--- config.mk ---
export PLATFORM = sky130hd
export DESIGN_NAME = triangle_edge_function_rasterizer_top
export DESIGN_NICKNAME = d
export VERILOG_FILES = /design/src/rtl/tefr_pkg.sv /design/src/rtl/tefr_front.sv /design/src/rtl/tefr_edge.sv /design/src/rtl/tefr_back.sv /design/src/rtl/triangle_edge_function_rasterizer_top.sv
export SDC_FILE = /design/constraint.sdc
export NUM_CORES = 2
export LEC_CHECK = 0
export BUFFER_PORTS_ARGS = -buffer_cell sky130_fd_sc_hd__buf_2
export CAP_MARGIN = 20
export CORE_UTILIZATION = 47
export DETAILED_ROUTE_END_ITERATION = 10
export GPL_ROUTABILITY_DRIVEN = 0
export HOLD_SLACK_MARGIN = 0.02
export MAX_ROUTING_LAYER = met4
export PLACE_DENSITY_LB_ADDON = 0.25
export SYNTH_ARGS = -nofsm -noshare
export SYNTH_HDL_FRONTEND = slang
export SYNTH_SLANG_ARGS = --single-unit
--- constraint.sdc ---
create_clock -name clock -period 11.57 [get_ports clock]
set_input_delay 2.314 -clock clock [delete_from_list [all_inputs] [get_ports clock]]
set_output_delay 2.314 -clock clock [all_outputs]
set_load 0.02 [all_outputs]
--- src/rtl/tefr_pkg.sv ---
`timescale 1ns / 1ps
package tefr_pkg;

   // One input transfer: start or step command plus vertex data
   typedef struct packed {
      logic               command;
      logic signed [15:0] v0_x;
      logic signed [15:0] v0_y;
      logic [23:0]        v0_colour;
      logic signed [15:0] v1_x;
      logic signed [15:0] v1_y;
      logic [23:0]        v1_colour;
      logic signed [15:0] v2_x;
      logic signed [15:0] v2_y;
      logic [23:0]        v2_colour;
   } req_type;

   // One result transfer: a pixel of the bounding box
   typedef struct packed {
      logic [9:0] pixel_x;
      logic [9:0] pixel_y;
      logic [7:0] red;
      logic [7:0] green;
      logic [7:0] blue;
      logic       covered;
      logic       last;
   } rsp_type;

   // Command codes
   localparam logic CMD_START = 1'b0;
   localparam logic CMD_STEP  = 1'b1;

   // Register indexes
   localparam int CSR_IDX_W = 2;
   localparam logic [CSR_IDX_W-1:0] CSR_WIDTH  = 2'd0;
   localparam logic [CSR_IDX_W-1:0] CSR_HEIGHT = 2'd1;
   localparam logic [10:0] WIDTH_RESET  = 11'd640;
   localparam logic [10:0] HEIGHT_RESET = 11'd480;

   // Command queue between front and back
   localparam int QDEPTH = 2;
   localparam int QAW    = 1;

   // Back-end sequencer states
   typedef enum logic [2:0] {
      ST_IDLE,
      ST_MAP,
      ST_AREA,
      ST_EDGE,
      ST_DECIDE,
      ST_MAC,
      ST_DIV,
      ST_OUT
   } state_type;

endpackage

--- src/rtl/tefr_front.sv ---
`timescale 1ns / 1ps
module tefr_front (
   input  logic              clock,
   input  logic              reset,
   input  logic              req_valid,
   output logic              req_ready,
   input  tefr_pkg::req_type req_data,
   output logic              q_valid,
   input  logic              q_ready,
   output tefr_pkg::req_type q_data
);

   tefr_pkg::req_type           mem_ff [tefr_pkg::QDEPTH];
   logic [tefr_pkg::QAW-1:0]    wr_ptr_ff, wr_ptr_in;
   logic [tefr_pkg::QAW-1:0]    rd_ptr_ff, rd_ptr_in;
   logic [tefr_pkg::QAW:0]      count_ff, count_in;
   logic                        push, pop;

   // accept while the queue has room
   assign req_ready = (count_ff != (tefr_pkg::QAW+1)'(tefr_pkg::QDEPTH));
   assign q_valid   = (count_ff != '0);
   assign q_data    = mem_ff[rd_ptr_ff];
   assign push      = req_valid && req_ready;
   assign pop       = q_valid && q_ready;

   // pointer and fill bookkeeping
   always_comb begin
      wr_ptr_in = push ? wr_ptr_ff + 1'b1 : wr_ptr_ff;
      rd_ptr_in = pop ? rd_ptr_ff + 1'b1 : rd_ptr_ff;
      count_in  = count_ff;
      if (push && !pop) count_in = count_ff + 1'b1;
      else if (!push && pop) count_in = count_ff - 1'b1;
   end

   always_ff @(posedge clock) begin
      if (reset) begin
         wr_ptr_ff <= '0;
         rd_ptr_ff <= '0;
         count_ff  <= '0;
      end else begin
         wr_ptr_ff <= wr_ptr_in;
         rd_ptr_ff <= rd_ptr_in;
         count_ff  <= count_in;
      end
   end

   // payload storage
   always_ff @(posedge clock) begin
      if (push) mem_ff[wr_ptr_ff] <= req_data;
   end

endmodule

--- src/rtl/tefr_edge.sv ---
`timescale 1ns / 1ps
module tefr_edge #(
   parameter int CW = 10
) (
   input  logic [CW-1:0]          ax,
   input  logic [CW-1:0]          ay,
   input  logic [CW-1:0]          bx,
   input  logic [CW-1:0]          by,
   input  logic [CW-1:0]          cx,
   input  logic [CW-1:0]          cy,
   output logic signed [2*CW+2:0] value
);

   localparam int DW = CW + 1;
   localparam int PW = 2 * DW;

   logic signed [DW-1:0] d_cbx, d_bay, d_cby, d_bax;
   logic signed [PW-1:0] p0, p1;

   // E(a,b,c) = (c.x-b.x)*(b.y-a.y) - (c.y-b.y)*(b.x-a.x)
   always_comb begin
      d_cbx = $signed({1'b0, cx}) - $signed({1'b0, bx});
      d_bay = $signed({1'b0, by}) - $signed({1'b0, ay});
      d_cby = $signed({1'b0, cy}) - $signed({1'b0, by});
      d_bax = $signed({1'b0, bx}) - $signed({1'b0, ax});
      p0    = d_cbx * d_bay;
      p1    = d_cby * d_bax;
      value = (PW+1)'(p0) - (PW+1)'(p1);
   end

endmodule

--- src/rtl/tefr_back.sv ---
`timescale 1ns / 1ps
module tefr_back #(
   parameter int MAX_DIM = 1024
) (
   input  logic              clock,
   input  logic              reset,
   input  logic              q_valid,
   output logic              q_ready,
   input  tefr_pkg::req_type q_data,
   input  logic [10:0]       cfg_width,
   input  logic [10:0]       cfg_height,
   output logic              rsp_valid,
   input  logic              rsp_ready,
   output tefr_pkg::rsp_type rsp_data
);

   localparam int CW = (MAX_DIM > 1) ? $clog2(MAX_DIM) : 1;
   localparam int EW = 2 * (CW + 1) + 1;
   localparam int NW = EW + 10;

   tefr_pkg::state_type state_ff, state_in;
   logic [2:0]          cnt_ff, cnt_in;
   logic [1:0]          ch_ff, ch_in;
   tefr_pkg::req_type   cur_ff, cur_in;
   logic [CW-1:0]       vx_ff [3];
   logic [CW-1:0]       vx_in [3];
   logic [CW-1:0]       vy_ff [3];
   logic [CW-1:0]       vy_in [3];
   logic [23:0]         rgb_ff [3];
   logic [23:0]         rgb_in [3];
   logic signed [EW-1:0] area_ff, area_in;
   logic [CW-1:0]       xmin_ff, xmin_in, xmax_ff, xmax_in;
   logic [CW-1:0]       ymin_ff, ymin_in, ymax_ff, ymax_in;
   logic [CW-1:0]       col_ff, col_in, row_ff, row_in;
   logic                busy_ff, busy_in;
   logic signed [EW-1:0] e_ff [3];
   logic signed [EW-1:0] e_in [3];
   logic [NW-1:0]       acc_ff, acc_in;
   logic [7:0]          quot_ff, quot_in;
   logic [7:0]          chan_ff [3];
   logic [7:0]          chan_in [3];
   logic                cov_ff, cov_in;
   logic                out_valid_ff, out_valid_in;
   tefr_pkg::rsp_type   out_data_ff, out_data_in;

   // datapath nets
   logic signed [15:0]  n_raw, n_clamp;
   logic [10:0]         dim_raw;
   logic [CW-1:0]       dim_m1;
   logic [15:0]         n_off;
   logic [15+CW:0]      map_prod;
   logic [CW-1:0]       mapped;
   logic [1:0]          k_sel, k_next;
   logic [CW-1:0]       ex_a, ey_a, ex_b, ey_b, ex_c, ey_c;
   logic signed [EW-1:0] edge_val;
   logic signed [EW-1:0] w2;
   logic [EW-2:0]       weight;
   logic [7:0]          cbyte;
   logic [EW+6:0]       mac_prod;
   logic [NW-1:0]       div_sub;
   logic [7:0]          quot_nx;
   logic                is_last, cov_w;

   tefr_edge #(.CW(CW)) u_edge (
      .ax(ex_a), .ay(ey_a), .bx(ex_b), .by(ey_b), .cx(ex_c), .cy(ey_c),
      .value(edge_val)
   );

   assign q_ready   = (state_ff == tefr_pkg::ST_IDLE);
   assign rsp_valid = out_valid_ff;
   assign rsp_data  = out_data_ff;

   // coordinate map: clamp, offset, scale by (size-1), >> 15
   always_comb begin
      case (cnt_ff)
         3'd0:    n_raw = cur_ff.v0_x;
         3'd1:    n_raw = cur_ff.v0_y;
         3'd2:    n_raw = cur_ff.v1_x;
         3'd3:    n_raw = cur_ff.v1_y;
         3'd4:    n_raw = cur_ff.v2_x;
         default: n_raw = cur_ff.v2_y;
      endcase
      if (n_raw < -16'sd16384) n_clamp = -16'sd16384;
      else if (n_raw > 16'sd16384) n_clamp = 16'sd16384;
      else n_clamp = n_raw;
      n_off   = 16'(17'($signed({n_clamp[15], n_clamp})) + 17'd16384);
      dim_raw = cnt_ff[0] ? cfg_height : cfg_width;
      if (dim_raw == '0) dim_m1 = '0;
      else if (32'(dim_raw) > MAX_DIM) dim_m1 = CW'(MAX_DIM - 1);
      else dim_m1 = CW'(dim_raw - 11'd1);
      map_prod = (16+CW)'(n_off) * (16+CW)'(dim_m1);
      mapped   = map_prod[15 +: CW];
   end

   // edge unit operand selection
   always_comb begin
      k_sel  = (cnt_ff[1:0] == 2'd3) ? 2'd0 : cnt_ff[1:0];
      k_next = (k_sel == 2'd2) ? 2'd0 : k_sel + 2'd1;
      if (state_ff == tefr_pkg::ST_AREA) begin
         ex_a = vx_ff[0]; ey_a = vy_ff[0];
         ex_b = vx_ff[1]; ey_b = vy_ff[1];
         ex_c = vx_ff[2]; ey_c = vy_ff[2];
      end else begin
         ex_a = vx_ff[k_sel];  ey_a = vy_ff[k_sel];
         ex_b = vx_ff[k_next]; ey_b = vy_ff[k_next];
         ex_c = col_ff;        ey_c = row_ff;
      end
   end

   // weight times channel byte, restoring divide step
   always_comb begin
      w2 = area_ff - e_ff[1] - e_ff[2];
      case (k_sel)
         2'd0:    weight = e_ff[1][EW-2:0];
         2'd1:    weight = e_ff[2][EW-2:0];
         default: weight = w2[EW-2:0];
      endcase
      case (ch_ff)
         2'd0:    cbyte = rgb_ff[k_sel][23:16];
         2'd1:    cbyte = rgb_ff[k_sel][15:8];
         default: cbyte = rgb_ff[k_sel][7:0];
      endcase
      mac_prod = (EW+7)'(weight) * (EW+7)'(cbyte);
      div_sub  = NW'(area_ff[EW-2:0]) << cnt_ff;
      quot_nx  = quot_ff;
      if (acc_ff >= div_sub) quot_nx[cnt_ff] = 1'b1;
      is_last  = (col_ff == xmax_ff) && (row_ff == ymax_ff);
      cov_w    = !e_ff[0][EW-1] && !e_ff[1][EW-1] && !e_ff[2][EW-1] && (area_ff != '0);
   end

   // sequencer: next state and datapath updates
   always_comb begin
      state_in     = state_ff;
      cnt_in       = cnt_ff;
      ch_in        = ch_ff;
      cur_in       = cur_ff;
      vx_in        = vx_ff;
      vy_in        = vy_ff;
      rgb_in       = rgb_ff;
      area_in      = area_ff;
      xmin_in      = xmin_ff;
      xmax_in      = xmax_ff;
      ymin_in      = ymin_ff;
      ymax_in      = ymax_ff;
      col_in       = col_ff;
      row_in       = row_ff;
      busy_in      = busy_ff;
      e_in         = e_ff;
      acc_in       = acc_ff;
      quot_in      = quot_ff;
      chan_in      = chan_ff;
      cov_in       = cov_ff;
      out_valid_in = out_valid_ff && !rsp_ready;
      out_data_in  = out_data_ff;
      case (state_ff)
         tefr_pkg::ST_IDLE: begin
            cnt_in = '0;
            if (q_valid) begin
               if (q_data.command == tefr_pkg::CMD_START) begin
                  cur_in   = q_data;
                  rgb_in[0] = q_data.v0_colour;
                  rgb_in[1] = q_data.v1_colour;
                  rgb_in[2] = q_data.v2_colour;
                  state_in = tefr_pkg::ST_MAP;
               end else if (busy_ff) begin
                  state_in = tefr_pkg::ST_EDGE;
               end
            end
         end
         tefr_pkg::ST_MAP: begin
            if (cnt_ff[0]) vy_in[cnt_ff[2:1]] = mapped;
            else vx_in[cnt_ff[2:1]] = mapped;
            cnt_in = cnt_ff + 3'd1;
            if (cnt_ff == 3'd5) state_in = tefr_pkg::ST_AREA;
         end
         tefr_pkg::ST_AREA: begin
            area_in = edge_val;
            xmin_in = vx_ff[0];
            xmax_in = vx_ff[0];
            ymin_in = vy_ff[0];
            ymax_in = vy_ff[0];
            for (int i = 1; i < 3; i++) begin
               if (vx_ff[i] < xmin_in) xmin_in = vx_ff[i];
               if (vx_ff[i] > xmax_in) xmax_in = vx_ff[i];
               if (vy_ff[i] < ymin_in) ymin_in = vy_ff[i];
               if (vy_ff[i] > ymax_in) ymax_in = vy_ff[i];
            end
            col_in   = xmin_in;
            row_in   = ymin_in;
            busy_in  = 1'b1;
            state_in = tefr_pkg::ST_IDLE;
         end
         tefr_pkg::ST_EDGE: begin
            e_in[k_sel] = edge_val;
            cnt_in      = cnt_ff + 3'd1;
            if (cnt_ff == 3'd2) state_in = tefr_pkg::ST_DECIDE;
         end
         tefr_pkg::ST_DECIDE: begin
            cov_in     = cov_w;
            chan_in[0] = '0;
            chan_in[1] = '0;
            chan_in[2] = '0;
            cnt_in     = '0;
            ch_in      = '0;
            acc_in     = '0;
            state_in   = cov_w ? tefr_pkg::ST_MAC : tefr_pkg::ST_OUT;
         end
         tefr_pkg::ST_MAC: begin
            acc_in = acc_ff + NW'(mac_prod);
            if (cnt_ff == 3'd2) begin
               cnt_in   = 3'd7;
               quot_in  = '0;
               state_in = tefr_pkg::ST_DIV;
            end else begin
               cnt_in = cnt_ff + 3'd1;
            end
         end
         tefr_pkg::ST_DIV: begin
            quot_in = quot_nx;
            if (acc_ff >= div_sub) acc_in = acc_ff - div_sub;
            cnt_in = cnt_ff - 3'd1;
            if (cnt_ff == 3'd0) begin
               chan_in[ch_ff] = quot_nx;
               acc_in         = '0;
               cnt_in         = '0;
               if (ch_ff == 2'd2) begin
                  state_in = tefr_pkg::ST_OUT;
               end else begin
                  ch_in    = ch_ff + 2'd1;
                  state_in = tefr_pkg::ST_MAC;
               end
            end
         end
         tefr_pkg::ST_OUT: begin
            if (!out_valid_ff || rsp_ready) begin
               out_valid_in        = 1'b1;
               out_data_in.pixel_x = 10'(col_ff);
               out_data_in.pixel_y = 10'(row_ff);
               out_data_in.red     = chan_ff[0];
               out_data_in.green   = chan_ff[1];
               out_data_in.blue    = chan_ff[2];
               out_data_in.covered = cov_ff;
               out_data_in.last    = is_last;
               if (is_last) begin
                  busy_in = 1'b0;
               end else if (col_ff >= xmax_ff) begin
                  col_in = xmin_ff;
                  row_in = row_ff + 1'b1;
               end else begin
                  col_in = col_ff + 1'b1;
               end
               state_in = tefr_pkg::ST_IDLE;
            end
         end
         default: state_in = tefr_pkg::ST_IDLE;
      endcase
   end

   // control registers
   always_ff @(posedge clock) begin
      if (reset) begin
         state_ff     <= tefr_pkg::ST_IDLE;
         busy_ff      <= 1'b0;
         out_valid_ff <= 1'b0;
         cnt_ff       <= '0;
         ch_ff        <= '0;
      end else begin
         state_ff     <= state_in;
         busy_ff      <= busy_in;
         out_valid_ff <= out_valid_in;
         cnt_ff       <= cnt_in;
         ch_ff        <= ch_in;
      end
   end

   // payload registers
   always_ff @(posedge clock) begin
      cur_ff      <= cur_in;
      vx_ff       <= vx_in;
      vy_ff       <= vy_in;
      rgb_ff      <= rgb_in;
      area_ff     <= area_in;
      xmin_ff     <= xmin_in;
      xmax_ff     <= xmax_in;
      ymin_ff     <= ymin_in;
      ymax_ff     <= ymax_in;
      col_ff      <= col_in;
      row_ff      <= row_in;
      e_ff        <= e_in;
      acc_ff      <= acc_in;
      quot_ff     <= quot_in;
      chan_ff     <= chan_in;
      cov_ff      <= cov_in;
      out_data_ff <= out_data_in;
   end

endmodule

--- src/rtl/triangle_edge_function_rasterizer_top.sv ---
`timescale 1ns / 1ps
// Start transfer: from queue head to loaded triangle by mapping each vertex coordinate, then the area.
// Step transfer: a covered pixel goes through each edge, then for each channel a multiply-accumulate
// over the vertices and a restoring divide; an uncovered pixel skips the channels.
// One item is worked at a time; a 2-entry command queue and the result register
// let input and output stall independently. Reset is synchronous, active high:
// queue empty, no triangle loaded, no result pending, screen 640 x 480.
module triangle_edge_function_rasterizer_top #(
   parameter int MAX_DIM = 1024
) (
   input  logic                             clock,
   input  logic                             reset,
   input  logic                             req_valid,
   output logic                             req_ready,
   input  tefr_pkg::req_type                req_data,
   output logic                             rsp_valid,
   input  logic                             rsp_ready,
   output tefr_pkg::rsp_type                rsp_data,
   input  logic                             csr_valid,
   output logic                             csr_ready,
   input  logic [tefr_pkg::CSR_IDX_W-1:0]   csr_index,
   input  logic [10:0]                      csr_data
);

   logic              q_valid, q_ready;
   tefr_pkg::req_type q_data;
   logic [10:0]       width_ff, height_ff;

   // screen size registers
   assign csr_ready = 1'b1;

   always_ff @(posedge clock) begin
      if (reset) begin
         width_ff  <= tefr_pkg::WIDTH_RESET;
         height_ff <= tefr_pkg::HEIGHT_RESET;
      end else if (csr_valid && csr_ready) begin
         if (csr_index == tefr_pkg::CSR_WIDTH) width_ff <= csr_data;
         else if (csr_index == tefr_pkg::CSR_HEIGHT) height_ff <= csr_data;
      end
   end

   tefr_front u_front (
      .clock(clock), .reset(reset),
      .req_valid(req_valid), .req_ready(req_ready), .req_data(req_data),
      .q_valid(q_valid), .q_ready(q_ready), .q_data(q_data)
   );

   tefr_back #(.MAX_DIM(MAX_DIM)) u_back (
      .clock(clock), .reset(reset),
      .q_valid(q_valid), .q_ready(q_ready), .q_data(q_data),
      .cfg_width(width_ff), .cfg_height(height_ff),
      .rsp_valid(rsp_valid), .rsp_ready(rsp_ready), .rsp_data(rsp_data)
   );

endmodule

==> run summary <==
SETUP PATH
---------------------------------------------------------------------------------
Slowest stage delay, CP                                                   0.70 ns
Critical path capture point type                                         register
Worst-path maximum fanout                                                      60
Standard cell with the maximum stage delay on the critical path           dfxtp_1
CP most frequent cell                                                        fa_1
Classification of the worst setup path                                 reg -> reg
Reg-to-reg critical path startpoint                                  u_back.state_ff[0]$_SDFFE_PP0P_
Destination of the worst register-to-register timing path            u_back.area_ff[22]$_DFFE_PP_
Data arrival time of the critical path                                   11.23 ns
Gate family responsible for the most delay along the worst path       adder cells
Number of cell instances on the worst register-to-register path                40
Crit path launch type                                                    register
Buffers & Inverters on Critical Path                                            7
Required time of the critical path                                       12.03 ns
Setup slack, reg-to-reg                                                   0.80 ns

HOLD PATH
---------------------------------------------------------------------------------
Launch instance of the worst min-delay path                          u_back.chan_ff[9]$_SDFFCE_PN0P_
Hold depth                                                                      0
Worst hold-check path type                                             reg -> reg
Endpoint, Worst Hold                                                 u_back.rsp_data[11]$_DFFE_PP_

STA
---------------------------------------------------------------------------------
Relative slew slack                                                         0.224
Setup repair after global routing missed its margin                         false
Worst Setup Slack, final                                                 0.796 ns
Final critical-path share of the clock period                               0.931
Count of final hold-check violations                                            0
Peak clock frequency supported by timing                                 92.8 MHz
Post-Route Setup TNS                                                         0 ns
Transition at the pin with the smallest max-transition slack              1.16 ns
Pins over their slew limit                                                      0
Final critical-path required period                                      10.77 ns
Final worst clock skew                                                  0.0674 ns
Number of setup violations in the final report                                  0

LOGIC SYNTHESIS
---------------------------------------------------------------------------------
Share of Yosys cell area claimed by the top area cell type                  0.393
Distinct cell type count of the synthesized netlist                            91
Mean post-synth cell area                                              11.3 sq um
Leading post-synthesis cells by instance count                       798 x edfxtp_1, 769 x inv_1, 558 x fa_1
Most frequent cell after synthesis                                       edfxtp_1
Top post-synthesis cells by area                                     edfxtp_1 39%, fa_1 18%, ha_1 7.6%
Net count of the mapped netlist                                              6525
Library cell occupying the most area in the post-synthesis netlist       edfxtp_1
Synthesized cell area                                                 61000 sq um
Primary flip-flop cell chosen by synthesis mapping                       edfxtp_1
Async S/R FF share, synth                                                       0
Yosys warning count                                                             0
Sequential fraction of the synthesis area                                   0.405
#FFs+latches synth                                                            835
Syn Inst Count                                                               5411
Post-synth EDFFs                                                              798

ROUTING
---------------------------------------------------------------------------------
Routed wire length                                                   155000 microns
Final routed DRC violation total                                                0
Count of nets left with antenna violations after detail routing                 0
Router iterations before antenna repair                                         6
Number of vias per cell after detailed routing                               5.53
WL per Instance                                                      20.8 microns
Drt first-iter violations                                                    3762
Vias                                                                        41200

CELLS AND AREA
---------------------------------------------------------------------------------
Area used by multi-input combinational logic                          32600 sq um
Number of nets in the final layout                                           6729
# fillers                                                                   11300
Fraction of the core area covered by cells at the end of the flow           0.524
Fraction of final layout cells sized beyond drive strength 1                0.131
Relative area change from synthesis to final layout                         10.2%
Storage cell area                                                     24700 sq um

CLOCKING
---------------------------------------------------------------------------------
CTS Buf Count                                                                  90
Maximum number of buffers from clock root to sink                               3
CTS-repair resized insts                                                        0
Clock latency on the worst-skew pair                                      0.71 ns
Clk root buf                                                            clkbuf_16
Post-CTS setup buffer count                                                     0
Number of H-tree levels                                                         3
TritonCTS clock tree                                                          yes
Clock sink total                                                              835
Cts-stage hold buffer count                                                     0
Clk pin slew, worst setup/hold paths                                      0.06 ns

FLOORPLANNING
---------------------------------------------------------------------------------
Core area                                                            128000 sq um
Io pins                                                                       236
Die W                                                                 362 microns
FP Rows                                                                       131
Total die area                                                       131000 sq um
Initial cell density of the core                                            0.476
Floorplan die height                                                  362 microns

RUN STATUS
---------------------------------------------------------------------------------
Status                                                               finished clean

GRT
---------------------------------------------------------------------------------
Total routing usage reported by global routing                              0.245
Global-route wire length before repair                               240000 microns
Met1 GRT Util                                                               0.310
Maximum number of pins on one net before global-route repair                  168
Global-route track usage on met3                                           0.0418
Via count of the first global-routing pass                                  41900
Number of antenna violations at the first check in global routing              34
GR met2 Demand/Resource                                                     0.396
Remaining global-route overflow                                                 0
Busiest metal layer after global routing                                     met2

PLACED DESIGN
---------------------------------------------------------------------------------
Number of port buffers                                                        234
Pre-CTS WS                                                               0.764 ns
HPWL after detailed placement                                        119000 microns

RUN
---------------------------------------------------------------------------------
Maximum Capacitance Violations                                                  0

-- routing by layer --
layer  vias to the layer above  wire length (microns)
li1                      19000                      -
met1                     20500                  63500
met2                      1396                  74900
met3                       300                  11200
met4                         0                   5280
met5                         -                      0
-- worst max path at each step --
stage	start	to	cells after the start
floorplan	u_back.state_ff[2]$_SDFFE_PP0P_	u_back.area_ff[22]$_DFFE_PP_	43
global placement	u_back.state_ff[0]$_SDFFE_PP0P_	u_back.e_ff[68]$_DFFE_PP_	37
detailed placement	u_back.state_ff[0]$_SDFFE_PP0P_	u_back.e_ff[22]$_DFFE_PP_	37
CTS	u_back.state_ff[0]$_SDFFE_PP0P_	u_back.area_ff[22]$_DFFE_PP_	37
global route	u_back.state_ff[0]$_SDFFE_PP0P_	u_back.e_ff[22]$_DFFE_PP_	40
finish	u_back.state_ff[0]$_SDFFE_PP0P_	u_back.area_ff[22]$_DFFE_PP_	40
-- cell usage in the layout (no fill, tap or decap), types with 24 or more instances in the layout --
cell,synthesis,routed
clkinv_1,4,26
xnor2_1,109,109
and3_1,25,24
ha_1,369,365
o21a_1,45,45
nand2_1,473,472
nand3_1,73,73
a22oi_1,60,60
a21o_1,60,60
nor2_1,391,389
xor2_1,70,70
edfxtp_1,798,798
diode_2,0,24
buf_2,15,234
buf_4,1,86
or2_2,47,47
fa_1,558,558
mux2i_1,101,101
dfxtp_1,37,33
o22ai_1,34,34
nor2b_1,52,51
a221oi_1,34,34
nand2b_1,55,55
a21oi_1,217,211
nor3_1,68,67
inv_1,769,768
and2_1,51,51
mux2_2,202,202
clkbuf_16,0,90
a211oi_1,38,38
o21ai_0,161,160
or3_1,28,28
-- sequential cells by signal (all words and copies together), names as in the netlist, 11 cells and up, named ones only --
register,count
u_back.acc_ff,33
u_back.cur_ff,96
u_back.vx_ff,30
height_ff,11
width_ff,11
u_front.mem_ff,338
u_back.chan_ff,24
u_back.area_ff,23
u_back.e_ff,47
u_back.vy_ff,30
u_back.rsp_data,46
u_back.rgb_ff,72
-- per-stage QoR --
step	hold WS, ns	cells	cell area [sq um]
global placement	0.436	7240	64200
finish	0.446	7437	67200
CTS	0.441	7405	67000
detailed placement	0.439	7244	64200
global route	0.458	7433	67200
floorplan	0.400	5411	61000
-- worst reg2reg max path, delay by kind of cell (launching register included) --
| kind | cells | cell delay [ns] |
|---|---|---|
| adder cells (fa/ha/maj) | 10 | 4.50 |
| AO/OA/AOI/OAI | 15 | 3.01 |
| AND/OR/NAND/NOR | 7 | 1.15 |
| buffers and inverters | 7 | 0.98 |
| flip-flops | 1 | 0.70 |
| XOR/XNOR | 1 | 0.21 |
-- cells by family after synthesis --
| logic type | share of synthesized area |
|---|---|
| simple gates | 0.0990 |
| buf+inv | 0.0610 |
| fa+ha+maj | 0.259 |
| compound gates | 0.0906 |
| flops | 0.405 |
| mux | 0.0595 |
| xor+xnor | 0.0257 |
| other cells | 0.0000615 |
-- cell type report --
class	count	share of cell area
antenna	24	0.000894
tap	1729	0.0322
clock buffer	110	0.0346
sequential	835	0.368
clock inverter	51	0.00715
multi-input combinational	3592	0.486
inverter	773	0.0433
timing repair buffer	323	0.0278
Power is not shown: default switching activity piles up to over one toggle a cycle in this logic, so the estimate is an artifact.
